==> config.mk <==
export PLATFORM = sky130hd
export DESIGN_NAME = decimal_literal_to_int32
export DESIGN_NICKNAME = d
export VERILOG_FILES = /design/src/design/dl2i_pkg.sv /design/src/design/dl2i_regs.sv /design/src/design/dl2i_step.sv /design/src/design/decimal_literal_to_int32.sv
export SDC_FILE = /design/constraint.sdc
export NUM_CORES = 1
export LEC_CHECK = 0
export ABC_CLOCK_PERIOD_IN_PS = 14700
export BUFFER_PORTS_ARGS = -buffer_cell sky130_fd_sc_hd__buf_4
export CORE_MARGIN = 3
export CORE_UTILIZATION = 45
export CTS_BUF_LIST = sky130_fd_sc_hd__clkbuf_8
export DETAILED_ROUTE_END_ITERATION = 12
export PLACE_DENSITY = 0.7
export SLEW_MARGIN = 0
export SYNTH_ARGS = -nofsm -noshare
export SYNTH_HDL_FRONTEND = slang
export SYNTH_HIERARCHICAL = 1
export SYNTH_SLANG_ARGS = --single-unit
==> constraint.sdc <==
create_clock -name clk -period 14.7 [get_ports clk]
set_input_delay 1.47 -clock clk [delete_from_list [all_inputs] [get_ports clk]]
set_output_delay 1.47 -clock clk [all_outputs]
set_load 0.01 [all_outputs]
==> src/design/dl2i_pkg.sv <==
// Shared types and constants for the decimal literal to int32 converter.
// No dependencies; every other design file imports this package.
package dl2i_pkg;

    localparam int ACC_W  = 36;  // accumulator width, holds 10*2^31 + 9 with sign
    localparam int ADDR_W = 4;   // three 32-bit registers at byte addresses 0, 4, 8

    localparam logic [7:0] CHAR_MINUS = 8'h2D;
    localparam logic [7:0] CHAR_PLUS  = 8'h2B;
    localparam logic [7:0] CHAR_ZERO  = 8'h30;
    localparam logic [7:0] CHAR_NINE  = 8'h39;

    localparam logic [30:0]        MAX_VALUE_RST  = 31'h7FFF_FFFF;
    localparam logic signed [31:0] MIN_VALUE_RST  = 32'sh8000_0001;
    localparam logic signed [31:0] NULL_VALUE_RST = 32'sh8000_0000;

    typedef enum logic [1:0] {
        STATUS_OK       = 2'd0,
        STATUS_INVALID  = 2'd1,
        STATUS_OVERFLOW = 2'd2
    } status_t;

    typedef enum logic [1:0] {
        REG_MAX_VALUE  = 2'd0,
        REG_MIN_VALUE  = 2'd1,
        REG_NULL_VALUE = 2'd2
    } reg_idx_t;

    typedef struct packed {
        logic [7:0] char_code;
        logic       last_char;
        logic       empty_token;
    } req_t;

    typedef struct packed {
        logic signed [31:0] int_value;
        status_t            status;
        logic               is_null;
    } rsp_t;

    typedef struct packed {
        logic [30:0]        max_value;
        logic signed [31:0] min_value;
        logic signed [31:0] null_value;
    } cfg_t;

    typedef struct packed {
        logic                    at_start;
        logic                    negative;
        logic                    digit_seen;
        logic signed [ACC_W-1:0] accumulator;
        status_t                 error_code;
    } lit_state_t;

    localparam lit_state_t LIT_CLEAR = '{
        at_start:    1'b1,
        negative:    1'b0,
        digit_seen:  1'b0,
        accumulator: '0,
        error_code:  STATUS_OK
    };

endpackage

==> src/design/dl2i_regs.sv <==
// APB configuration registers: max_value, min_value, null_value.
// Depends on dl2i_pkg.
module dl2i_regs
    import dl2i_pkg::*;
(
    input  logic              clk,
    input  logic              rst_n,
    input  logic              psel,
    input  logic              penable,
    input  logic              pwrite,
    input  logic [ADDR_W-1:0] paddr,
    input  logic [31:0]       pwdata,
    output logic [31:0]       prdata,
    output logic              pready,
    output cfg_t              cfg
);

    cfg_t     cfg_reg;
    reg_idx_t idx;
    logic     wr_en;

    assign pready = 1'b1;
    assign idx    = reg_idx_t'(paddr[3:2]);
    assign wr_en  = psel && penable && pwrite && pready;
    assign cfg    = cfg_reg;

    always_ff @(posedge clk or negedge rst_n)
    begin
        if (!rst_n)
        begin
            cfg_reg.max_value  <= MAX_VALUE_RST;
            cfg_reg.min_value  <= MIN_VALUE_RST;
            cfg_reg.null_value <= NULL_VALUE_RST;
        end
        else if (wr_en)
        begin
            unique case (idx)
                REG_MAX_VALUE:  cfg_reg.max_value  <= pwdata[30:0];
                REG_MIN_VALUE:  cfg_reg.min_value  <= $signed(pwdata);
                REG_NULL_VALUE: cfg_reg.null_value <= $signed(pwdata);
                default: ;  // unmapped address, write dropped
            endcase
        end
    end

    always_comb
    begin
        unique case (idx)
            REG_MAX_VALUE:  prdata = {1'b0, cfg_reg.max_value};
            REG_MIN_VALUE:  prdata = cfg_reg.min_value;
            REG_NULL_VALUE: prdata = cfg_reg.null_value;
            default:        prdata = '0;
        endcase
    end

endmodule

==> src/design/dl2i_step.sv <==
// One character step of the literal parser: next literal state and result.
// Depends on dl2i_pkg.
module dl2i_step
    import dl2i_pkg::*;
(
    input  lit_state_t state,
    input  cfg_t       cfg,
    input  req_t       req,
    output lit_state_t state_next,
    output rsp_t       rsp,
    output logic       has_rsp
);

    logic                    is_digit;
    logic [3:0]              digit;
    logic signed [ACC_W-1:0] acc_x10;
    logic signed [ACC_W-1:0] acc_up;
    logic signed [ACC_W-1:0] acc_dn;
    logic signed [ACC_W-1:0] max_ext;
    logic signed [ACC_W-1:0] min_ext;

    assign is_digit = (req.char_code >= CHAR_ZERO) && (req.char_code <= CHAR_NINE);
    assign digit    = 4'(req.char_code - CHAR_ZERO);
    // x10 as shift-and-add
    assign acc_x10  = (state.accumulator <<< 3) + (state.accumulator <<< 1);
    assign acc_up   = acc_x10 + $signed({{(ACC_W-4){1'b0}}, digit});
    assign acc_dn   = acc_x10 - $signed({{(ACC_W-4){1'b0}}, digit});
    assign max_ext  = $signed({{(ACC_W-31){1'b0}}, cfg.max_value});
    assign min_ext  = $signed({{(ACC_W-32){cfg.min_value[31]}}, cfg.min_value});

    always_comb
    begin
        lit_state_t nxt;
        status_t    err_final;
        logic       sign_char;

        nxt       = state;
        err_final = STATUS_OK;
        sign_char = 1'b0;
        rsp       = '{int_value: '0, status: STATUS_OK, is_null: 1'b0};
        has_rsp   = 1'b0;

        if (req.empty_token)
        begin
            nxt     = LIT_CLEAR;
            rsp     = '{int_value: cfg.null_value, status: STATUS_OK, is_null: 1'b1};
            has_rsp = 1'b1;
        end
        else
        begin
            sign_char    = state.at_start &&
                           (req.char_code == CHAR_MINUS || req.char_code == CHAR_PLUS);
            nxt.at_start = 1'b0;
            if (state.at_start && req.char_code == CHAR_MINUS)
            begin
                nxt.negative = 1'b1;
            end

            // only the first error sticks
            if (!sign_char && state.error_code == STATUS_OK)
            begin
                if (!is_digit)
                begin
                    nxt.error_code = STATUS_INVALID;
                end
                else
                begin
                    nxt.digit_seen = 1'b1;
                    if (nxt.negative)
                    begin
                        nxt.accumulator = acc_dn;
                        if (acc_dn < min_ext)
                        begin
                            nxt.error_code = STATUS_OVERFLOW;
                        end
                    end
                    else
                    begin
                        nxt.accumulator = acc_up;
                        if (acc_up > max_ext)
                        begin
                            nxt.error_code = STATUS_OVERFLOW;
                        end
                    end
                end
            end

            if (req.last_char)
            begin
                // bare sign or nothing parsed
                err_final = (nxt.error_code == STATUS_OK && !nxt.digit_seen) ?
                            STATUS_INVALID : nxt.error_code;
                rsp.int_value = (err_final == STATUS_OK) ? nxt.accumulator[31:0] : '0;
                rsp.status    = err_final;
                rsp.is_null   = 1'b0;
                has_rsp       = 1'b1;
                nxt           = LIT_CLEAR;
            end
        end

        state_next = nxt;
    end

endmodule

==> src/design/decimal_literal_to_int32.sv <==
// Top level of the decimal literal to int32 converter.
// Depends on dl2i_pkg, dl2i_regs and dl2i_step.
//
//  channel   signals                                   moves
//  -------   ---------------------------------------   ---------------------------
//  request   req_valid / req_ready / req_data (req_t)   one character or empty mark
//  result    rsp_valid / rsp_ready / rsp_data (rsp_t)   value, status, null flag
//  config    psel penable pwrite paddr pwdata prdata    max, min, null registers
//
// One request per cycle sustained while the parse stage is not blocked. A request
// is registered in the input stage, then parsed by one shift-add x10 step plus a
// range compare, and a result (last character or empty token) lands in the result
// register. The result register only blocks the parse stage when it is full and a
// new result is due; requests that make no result always drain.
// Reset (rst_n, async low) loads the register defaults and clears all valids and
// the literal state; no clearing pass is needed.
module decimal_literal_to_int32
    import dl2i_pkg::*;
(
    input  logic              clk,
    input  logic              rst_n,
    // request channel
    input  logic              req_valid,
    output logic              req_ready,
    input  req_t              req_data,
    // result channel
    output logic              rsp_valid,
    input  logic              rsp_ready,
    output rsp_t              rsp_data,
    // configuration port
    input  logic              psel,
    input  logic              penable,
    input  logic              pwrite,
    input  logic [ADDR_W-1:0] paddr,
    input  logic [31:0]       pwdata,
    output logic [31:0]       prdata,
    output logic              pready
);

    cfg_t       cfg;

    // input stage
    logic       s1_valid_reg;
    req_t       s1_data_reg;

    // literal state carried between characters
    lit_state_t state_reg;
    lit_state_t state_next;

    // result stage
    logic       rsp_valid_reg;
    rsp_t       rsp_data_reg;

    rsp_t       step_rsp;
    logic       step_has_rsp;
    logic       rsp_free;
    logic       s1_go;

    dl2i_regs u_regs (
        .clk     (clk),
        .rst_n   (rst_n),
        .psel    (psel),
        .penable (penable),
        .pwrite  (pwrite),
        .paddr   (paddr),
        .pwdata  (pwdata),
        .prdata  (prdata),
        .pready  (pready),
        .cfg     (cfg)
    );

    dl2i_step u_step (
        .state      (state_reg),
        .cfg        (cfg),
        .req        (s1_data_reg),
        .state_next (state_next),
        .rsp        (step_rsp),
        .has_rsp    (step_has_rsp)
    );

    // Result register can take a new result when empty or being drained.
    assign rsp_free  = !rsp_valid_reg || rsp_ready;
    // Parse stage advances unless it would produce a result with nowhere to go.
    assign s1_go     = s1_valid_reg && (!step_has_rsp || rsp_free);
    assign req_ready = !s1_valid_reg || s1_go;

    assign rsp_valid = rsp_valid_reg;
    assign rsp_data  = rsp_data_reg;

    always_ff @(posedge clk or negedge rst_n)
    begin
        if (!rst_n)
        begin
            s1_valid_reg  <= 1'b0;
            rsp_valid_reg <= 1'b0;
            state_reg     <= LIT_CLEAR;
        end
        else
        begin
            if (req_valid && req_ready)
            begin
                s1_valid_reg <= 1'b1;
            end
            else if (s1_go)
            begin
                s1_valid_reg <= 1'b0;
            end

            if (s1_go)
            begin
                state_reg <= state_next;
            end

            if (s1_go && step_has_rsp)
            begin
                rsp_valid_reg <= 1'b1;
            end
            else if (rsp_ready)
            begin
                rsp_valid_reg <= 1'b0;
            end
        end
    end

    // payload registers, no reset
    always_ff @(posedge clk)
    begin
        if (req_valid && req_ready)
        begin
            s1_data_reg <= req_data;
        end
        if (s1_go && step_has_rsp)
        begin
            rsp_data_reg <= step_rsp;
        end
    end

endmodule

# Yosys cells after proc, flatten, opt, wreduce, memory -nomap -nowiden
# Cells that the tools add are included.
classes:
  add_sub_neg: 4
  order_cmp: 4
  eq_ne: 4
  n_mux: 22
  n_bitwise: 1
  n_reduce_logical: 32
op_table:
  columns: ["cell", "count"]
  rows:
  - ["32-bit one-hot mux with 3 select lines", 1]
  - ["41-bit two-way mux", 2]
  - ["39-bit two-way mux", 2]
  - ["35-bit two-way mux", 2]
  - ["38-bit two-way mux", 1]
  - ["37-bit two-way mux", 1]
  - ["36-bit adder", 1]
  - ["36-bit by 5-bit adder with 36-bit output", 1]
  - ["36-bit by 32-bit greater-than comparator with 1-bit output", 1]
  - ["36-bit by 32-bit < comparator with 1-bit output", 1]
  - ["36-bit by 5-bit subtractor with 36-bit output", 1]
  - ["32-bit two-way mux", 1]
  - ["8-bit by 6-bit == test with 1-bit output, second input constant", 2]
  - ["1-bit logical AND", 10]
  - ["8-bit by 6-bit >= comparator with 1-bit output, second input constant", 1]
  - ["8-bit by 6-bit <= comparator with 1-bit output, second input constant", 1]
  - ["2-bit zero test", 4]
  - ["1-bit two-way mux", 8]
  - ["2-bit two-way mux", 4]
  - ["2-bit AND reduction", 3]
  - ["3-bit nonzero test", 2]
  - ["1-bit zero test", 5]
  - ["1-bit logical OR", 4]
  - ["2-bit nonzero test", 2]
  - ["6 further kinds", 6]
word_totals:
  ff_bits: 182
  input_bits: 53
  out_inout_bits: 70
  elab_cells: 84

# Longest topological paths before layout
# Gate-level depths: netlist (run 1).
logic_depth:
  depth_word: 15
  ltp_mapped: 27

# Hierarchy
# Netlist (run 1), hierarchy kept.
by_module_without_submodules:
  columns: ["mod", "n_inst", "cells_per_inst", "area_each_um2", "seq_area_each_um2"]
  rows:
  - ["dl2i_step", 1, 1133, 7628.6, 0.0]
  - ["dl2i_regs", 1, 314, 4362.9, 2419.8]
  - ["decimal_literal_to_int32", 1, 289, 3962.6, 2428.6]

# Worst setup path after synthesis (run 1)
# OpenSTA, ideal clock, no wires.
synth_path:
  kind: "flip-flop to flip-flop"
  start: "register state_reg[2] (netlist bit)"
  end: "register rsp_data_reg (netlist bit rsp_data[31]) (data pin)"
  setup_time_ns: 0.264
  arrival_ns: 5.884
  required_ns: 14.436
  slack_ns: 8.553
  stages_incl_launch_ff: 26
  path_buffers: 1
  synth_period_minus_slack_ns: 6.147
  path_cell_list: "dfrtp_1 > ha_1 > inv_1 > fa_1 > nand2b_2 > a211oi_4 > o211ai_2 > nand2_1 > a311oi_4 > nor4_1 > nand3_1 > nor3_1 > xor2_1 > ha_1 > a21o_1 > a21oi_1 > o21ai_0 > a31o_2 > a2111oi_0 > nor3_1 > nor2b_1 > a21oi_1 > nand3_2 > buf_6 > nor2_1 > o31ai_2"
synth_rtl:
  columns: ["item", "line_no", "source"]
  rows:
  - ["start, declared", "decimal_literal_to_int32.sv:47", "lit_state_t state_reg;"]
  - ["start signal, assigned", "decimal_literal_to_int32.sv:111", "state_reg <= state_next;"]
  - ["end signal, assigned", "decimal_literal_to_int32.sv:134", "rsp_data_reg <= step_rsp;"]
  - ["end, declared", "decimal_literal_to_int32.sv:52", "rsp_t rsp_data_reg;"]

==> results of run 1 <==
[worst paths after layout]
path / from / endpoint / slack [ns] / cells after the start
hold / removal: state_reg[40]$_DFFE_PN1P_ / state_reg[40]$_DFFE_PN1P_ / 0.53 / 2
max in group asynchronous: rst_n / u_regs/cfg[16]$_DFFE_PN0P_ / 12.32 / 2
hold reg to reg: state_reg[40]$_DFFE_PN1P_ / state_reg[40]$_DFFE_PN1P_ / 0.53 / 2
setup reg to reg: state_reg[2]$_DFFE_PN0P_ / rsp_data[32]$_DFFE_PP_ / 6.31 / 23
min in group asynchronous: rst_n / u_regs/cfg[27]$_DFFE_PN0P_ / 1.02 / 1
setup / recovery: state_reg[2]$_DFFE_PN0P_ / rsp_data[32]$_DFFE_PP_ / 6.31 / 23
[tightest hold or removal path, delay by kind of cell, from the launching register on]
family / cells / cell delay, ns
AOI/OAI and AO/OA: 1 / 0.07
and+or+nand+nor: 1 / 0.07
DFF: 1 / 0.39
[stage by stage]
stage                     instances  instance area, µm²  setup slack (ns)  hold slack [ns]  utilization
after CTS                      2254               17400              6.50            0.530        0.503
after floorplan                1724               15900              8.56            0.496            -
final                          2254               17400              6.31            0.528        0.503
after detailed placement       2222               17000              6.55            0.517        0.490
after global routing           2254               17400              6.02            0.559        0.503
after global placement         2222               17000              6.58            0.506        0.490
[routing by layer]
layer / vias up / wire length [µm] / track usage
met5: - / 0 / 0
met4: 0 / 961 / 0.0646
met3: 53 / 3820 / 0.0325
met2: 547 / 22000 / 0.404
met1: 6887 / 22800 / 0.383
li1: 6424 / - / -
[cell usage in the layout, fill, tap and decap left out, drive strengths merged, types with 35 or more instances in the layout]
cell / n
a21oi: 67
dfstp: 35
mux2: 97
nand4b: 42
o211ai: 56
nor2: 91
nand2b: 49
nand2: 203
o21ai: 122
inv: 91
ha: 104
xnor2: 56
nand4: 35
edfxtp: 45
and2: 44
buf: 142
dfrtp: 102
nor3: 35
mux2i: 47
[power groups by stage]
stage	logic [W]	clock network [W]	registers, W
floorplan	0.000317	0	0.000668
global placement	0.000459	0	0.000679
detailed placement	0.000474	0	0.000685
CTS	0.000476	0.000395	0.000675
global route	0.000527	0.000414	0.000687
finish	0.000480	0.000387	0.000676
[layout make-up]
cell class / count / area [µm²] / share of cell area
multi-input cells: 1359 / 10200 / 0.586
flip-flops and latches: 182 / 4820 / 0.277
repair buffers: 142 / 1070 / 0.0615
well taps: 455 / 569 / 0.0327
inverters: 84 / 315 / 0.0181
clock buffers: 19 / 262 / 0.0150
clock inverters: 13 / 168 / 0.00963
==> impl_metrics.tcl, run 1 <==
set metrics [dict create \
    status "finished, final reports clean" \
    area_growth_pct 9.76 \
    cp-end-kind "flip-flop" \
    drt_iter0_drc 1358 \
    grt_max_degree 82 \
    grt_pass1_vias 13472 \
    grt_pass1_wl_um 78000 \
    path_buf_inv 2 \
    netlist_area_mm2 0.0159 \
    postCtsHoldBufs 0 \
    synth_cells 1724 \
    finClkSkew_ns 0.0183 \
    port_buffers 119 \
    post-cts-setup-buffer-count 0 \
    irDropWorstVdd_v 0.0000803 \
    root_buffer "clkbuf_8" \
    startpoint_type "flip-flop" \
    p_sw_frac 0.343 \
    clkSinkCount 182 \
    drc 0 \
    io_pins 123 \
    routedWlPerCell_um 22.0 \
    hp-class "reg2reg" \
    path_common_cell "ha_1" \
    rsz0062_at_grt "no" \
    ctsLongestPathBuffers 2 \
    vias 13911 \
    finalMaxSlewViolations 0 \
    nets 1946 \
    setup_violations 0 \
    critPathSlowestCell "a2111oi_0" \
    tns_ns 0 \
    worst_pin_slew_ns 1.03 \
    pwr-share-clk 0.251 \
    die_w_um 194 \
    p_leak_nw 7.57 \
    path_max_fanout 30 \
    drv_cap 0 \
    gp_congestion 0.949 \
    crit_family "compound AO/OA/AOI/OAI gates" \
    syn-mean-instance-area_um2 9.20 \
    power.internal_w 0.00101 \
    power.total_w 0.00154 \
    cts_resized 0 \
    cts_tree "done" \
    hpwl_um 36400 \
    postRouteAntennaNets 0 \
    path_clk_slew_ns 0.10 \
    core_mm2 0.0346 \
    post-route-period-util 0.571 \
    crit_chain "ha_1, inv_1, fa_1, nand2b_2, a211oi_4, o2111ai_2, a21boi_1, o211a_1, nor3b_1, a21boi_0, or2_2, ha_1, and4_1, a221oi_1, o211ai_1, a2111oi_0, nor3_2, buf_4, nand2_1, or4_4, nand3_2, nor2_1, o31ai_2" \
    critical-path-max-stage-delay_ns 0.84 \
    antenna_found_initial 0 \
    dieArea_mm2 0.0375 \
    numCtsBuffers 17 \
    start_util 0.458 \
    die_h_um 194 \
    cp.required_ns 14.93 \
    syn_nets 1884 \
    p_sw_w 0.000529 \
    slew_headroom 0.309 \
    power_density_mw_per_mm2 88.7 \
    num-fill-cells 3203 \
    ys_warn_count 6 \
    antennaDiodeCount 0 \
    min_period_ns 8.39 \
    fmax_ghz 0.119 \
    path_class "reg2reg" \
    routed_wl_um 49600 \
    drt_first_pass_iters 6 \
    rows 68 \
    p_comb_frac 0.311 \
    largest_reg_flops 95 \
    grt-ovfl-total 0 \
    vias_per_cell 6.17 \
    ctsHtreeMaxLevel 4 \
    seq_power_share 0.438 \
    hold_violations 0 \
    track_usage 0.259 \
    arrival_ns 8.63 \
    clk_latency_ns 0.51 \
    drive_above_1_share 0.230 \
]
Power figures use the tool's default switching activity.
==> run 2: changes to the inputs <==
ABC_CLOCK_PERIOD_IN_PS = 8000   (was 14700)
clock period = 8 ns   (was 14.7 ns; I/O delays follow)
==> run 2 against run 1 <==
Effect of this change:
- cell count up 0.40%
- sequential share of layout area down 0.12 points
- via count down 0.26%
==> impl_metrics.tcl, run 2 (synthesized netlist as in run 1, its figures left out) <==
set metrics [dict create \
    path_buf_inv 4 \
    path_class "reg2reg" \
    vias_per_cell 6.13 \
    critical-path-max-stage-delay_ns 0.61 \
    vias 13875 \
    design_area_mm2 0.0175 \
    routed_wl_um 49200 \
    root_buffer "clkbuf_8" \
    power_density_mw_per_mm2 162 \
    start_util 0.458 \
    finClkSkew_ns 0.0211 \
    critPathSlowestCell "nor4b_2" \
    p_comb_frac 0.308 \
    post-cts-setup-buffer-count 0 \
    postRouteAntennaNets 0 \
    hold_violations 0 \
    p_leak_nw 7.60 \
    ctsLongestPathBuffers 2 \
    startpoint_type "flip-flop" \
    slew_headroom 0.191 \
    clkSinkCount 182 \
    seq_power_share 0.441 \
    gp_congestion 0.967 \
    hpwl_um 36600 \
    num-fill-cells 3150 \
    power.internal_w 0.00183 \
    ctsHtreeMaxLevel 4 \
    path_clk_slew_ns 0.12 \
    min_period_ns 7.46 \
    irDropWorstVdd_v 0.000102 \
    fin_cells 2263 \
    antennaDiodeCount 0 \
    placed_area_mm2 0.0170 \
    p_sw_frac 0.355 \
    cp-end-kind "flip-flop" \
    dieArea_mm2 0.0375 \
    fmax_ghz 0.134 \
    routedWlPerCell_um 21.7 \
    post-route-period-util 0.932 \
    port_buffers 119 \
    drc 0 \
    grt_pass1_vias 13168 \
    clk_latency_ns 0.50 \
    hp-class "in2async" \
    crit_cells 27 \
    reg2regPathDepth 27 \
    rrSetupSlack_ns 0.54 \
    die_h_um 194 \
    drt_iter0_drc 1321 \
    dp.cells 2231 \
    status "finished, final reports clean" \
    path_max_fanout 30 \
    crit_family "compound AO/OA/AOI/OAI gates" \
    antenna_found_initial 0 \
    track_usage 0.256 \
    rsz0062_at_grt "no" \
    postCtsHoldBufs 0 \
    die_w_um 194 \
    setup_violations 0 \
    finalMaxSlewViolations 0 \
    layout_common_cells "nand2_1, buf_4, ha_1, dfrtp_1, o21ai_0" \
    pwr-share-clk 0.251 \
    cts_resized 0 \
    grt_max_degree 76 \
    numCtsBuffers 17 \
    arrival_ns 7.69 \
    nets 1955 \
    worst_pin_slew_ns 1.21 \
    p_sw_w 0.00101 \
    core_mm2 0.0346 \
    rows 68 \
    tns_ns 0 \
    cp.required_ns 8.24 \
    final_common_cell "nand2_1" \
    grt-ovfl-total 0 \
    largest_reg_flops 95 \
    area_growth_pct 10.2 \
    grt_pass1_wl_um 77200 \
    path_common_cell "buf_4" \
    io_pins 123 \
    drt_first_pass_iters 5 \
    cts_tree "done" \
    drv_cap 0 \
    drive_above_1_share 0.235 \
]
[run 2: stage by stage]
step | hold WS (ns) | power (W) | util | setup WS (ns)
floorplan | 0.496 | 0.00181 | - | 1.86
global placement | 0.506 | 0.00209 | 0.492 | 0.758
detailed placement | 0.522 | 0.00213 | 0.492 | 0.652
CTS | 0.290 | 0.00283 | 0.505 | 0.628
global route | 0.302 | 0.00299 | 0.505 | 0.104
finish | 0.283 | 0.00284 | 0.505 | 0.544
[run 2: per-layer routing]
layer  vias to the layer above  wire length, µm  global-route usage
met5                         -                0                   0
met4                         0              742              0.0525
met3                        46             3520              0.0348
met2                       585            21800               0.390
met1                      6810            23200               0.388
li1                       6434                -                   -
[run 2: final timing paths]
path	start	to
setup / recovery	state_reg[2]$_DFFE_PN0P_	rsp_data[10]$_DFFE_PP_
hold / removal	rst_n	u_regs/cfg[25]$_DFFE_PN0P_
setup reg to reg	state_reg[2]$_DFFE_PN0P_	rsp_data[10]$_DFFE_PP_
hold reg to reg	state_reg[40]$_DFFE_PN1P_	state_reg[40]$_DFFE_PN1P_
max in group asynchronous	rst_n	state_reg[4]$_DFFE_PN0P_
min in group clk	req_data[8]	s1_data_reg[8]$_DFFE_PP_
[run 2: worst reg2reg max path: cells and delay by family, from the launching register on]
kind,cells,cell delay [ns]
AOI/OAI and AO/OA,11,2.59
xor gates and xnor gates,1,0.26
adders and majority gates,3,0.91
buffers and inverters,4,0.86
DFF,1,0.48
and+or+nand+nor,8,2.08
[run 2: power groups by stage]
stage / registers, W / clock network [W] / logic (W)
after floorplan: 0.00123 / 0 / 0.000582
after global placement: 0.00126 / 0 / 0.000837
after detailed placement: 0.00127 / 0 / 0.000863
after CTS: 0.00125 / 0.000718 / 0.000866
after global routing: 0.00127 / 0.000758 / 0.000962
final: 0.00125 / 0.000712 / 0.000873
[run 2: final cells by class]
class | count | area (µm²) | area share
inverters | 84 | 315 | 0.0180
repair buffers | 151 | 1150 | 0.0658
clock inverters | 14 | 179 | 0.0102
flip-flops and latches | 182 | 4820 | 0.276
multi-input cells | 1359 | 10200 | 0.583
clock buffers | 18 | 248 | 0.0142
well taps | 455 | 569 | 0.0326
==> run 3: changes to the inputs <==
ABC_CLOCK_PERIOD_IN_PS = 7830   (was 8000)
clock period = 7.83 ns   (was 8 ns; I/O delays follow)
==> run 3 against run 2 <==
Effect of this change:
- wire length fell by 0.54%
- critical path depth shrank 1
- setup slack gained 0.052 ns
- maximum frequency grew 3.1%
- core utilization hardly changed
- largest cell class unchanged
==> impl_metrics.tcl, run 3 (synthesized netlist as in run 1, its figures left out) <==
set metrics [dict create \
    path_max_fanout 30 \
    io_pins 123 \
    nets 1954 \
    cp-end-kind "flip-flop" \
    hp-class "in2async" \
    r2r_start "state_reg[2]$_DFFE_PN0P_" \
    layout_common_cells "nand2_1, buf_4, ha_1, dfrtp_1, o21ai_0" \
    critical-path-max-stage-delay_ns 0.49 \
    post-route-period-util 0.924 \
    hold_violations 0 \
    cts_resized 0 \
    die_h_um 194 \
    start_util 0.458 \
    routedWlPerCell_um 21.6 \
    ctsHtreeMaxLevel 4 \
    startpoint_type "flip-flop" \
    fmax_ghz 0.138 \
    arrival_ns 7.46 \
    p_leak_nw 7.60 \
    dp.cells 2230 \
    regArea_mm2 0.00482 \
    largest_reg_flops 95 \
    num-fill-cells 3165 \
    clkSinkCount 182 \
    fin_cells 2262 \
    dp_slack_ns 0.754 \
    irDropWorstVdd_v 0.000125 \
    hpwl_um 36200 \
    slew_headroom 0.330 \
    drc 0 \
    cp.required_ns 8.06 \
    antennaDiodeCount 0 \
    final_common_cell "nand2_1" \
    drive_above_1_share 0.234 \
    drt_first_pass_iters 5 \
    core_mm2 0.0346 \
    vias 13864 \
    path_clk_slew_ns 0.11 \
    grt_max_degree 82 \
    setup_violations 0 \
    rows 68 \
    finClkSkew_ns 0.0243 \
    vias_per_cell 6.13 \
    multiInputGateArea_mm2 0.0102 \
    antenna_found_initial 0 \
    die_w_um 194 \
    grt_pass1_vias 13146 \
    routed_wl_um 48900 \
    root_buffer "clkbuf_8" \
    cts_tree "done" \
    dieArea_mm2 0.0375 \
    critPathLaunch "state_reg[2]$_DFFE_PN0P_" \
    drt_iter0_drc 1272 \
    post-cts-setup-buffer-count 0 \
    grt-ovfl-total 0 \
    rsz0062_at_grt "no" \
    status "finished, final reports clean" \
    grt_pass1_wl_um 76900 \
    area_growth_pct 10.1 \
    path_buf_inv 5 \
    power_density_mw_per_mm2 164 \
    postCtsHoldBufs 0 \
    numCtsBuffers 17 \
    track_usage 0.254 \
    path_common_cell "buf_4" \
    port_buffers 119 \
    crit_family "compound AO/OA/AOI/OAI gates" \
    min_period_ns 7.23 \
    ctsLongestPathBuffers 2 \
    postRouteAntennaNets 0 \
    clk_latency_ns 0.50 \
    worst_pin_slew_ns 0.999 \
    path_class "reg2reg" \
    gp_congestion 0.959 \
    finalMaxSlewViolations 0 \
    tns_ns 0 \
    setup_slack_ns 0.596 \
    drv_cap 0 \
    critPathSlowestCell "dfrtp_1" \
]
-- run 3: path summary, 6_finish.rpt --
kind | to | slack [ns] | cells after the start
max in group asynchronous | state_reg[6]$_DFFE_PN0P_ | 6.16 | 2
min in group clk | s1_data_reg[6]$_DFFE_PP_ | 0.46 | 1
max reg2reg | rsp_data[8]$_DFFE_PP_ | 0.60 | 26
max | rsp_data[8]$_DFFE_PP_ | 0.60 | 26
min reg2reg | state_reg[40]$_DFFE_PN1P_ | 0.53 | 2
min | u_regs/cfg[27]$_DFFE_PN0P_ | 0.34 | 1
-- run 3: routing by layer --
layer,vias up,part of all wire,wire (µm),GRT usage
li1,6436,-,-,-
met1,6775,0.47,23000,0.378
met2,605,0.44,21400,0.392
met3,48,0.073,3560,0.0321
met4,0,0.020,961,0.0635
met5,-,0,0,0
-- run 3: report_power, final --
| group | switching [W] | internal [W] | total [W] |
|---|---|---|---|
| clock | 0.000404 | 0.000283 | 0.000688 |
| sequential | 0.000119 | 0.00115 | 0.00127 |
| combinational | 0.000485 | 0.000415 | 0.000899 |
| total | 0.00101 | 0.00185 | 0.00286 |
-- run 3: per-stage QoR --
step / utilization / hold slack (ns) / area, µm² / power (W)
final: 0.504 / 0.336 / 17500 / 0.00286
after global routing: 0.504 / 0.380 / 17500 / 0.00301
after CTS: 0.504 / 0.361 / 17500 / 0.00286
after detailed placement: 0.492 / 0.519 / 17000 / 0.00218
after global placement: 0.492 / 0.506 / 17000 / 0.00214
after floorplan: - / 0.487 / 15900 / 0.00185
-- run 3: final cells by class --
type	instances	share of cell area
Multi-Input combinational cell	1359	0.584
Sequential cell	182	0.276
Timing Repair Buffer	150	0.0654
Tap cell	455	0.0326
Inverter	84	0.0181
Clock buffer	19	0.0150
Clock inverter	13	0.00867
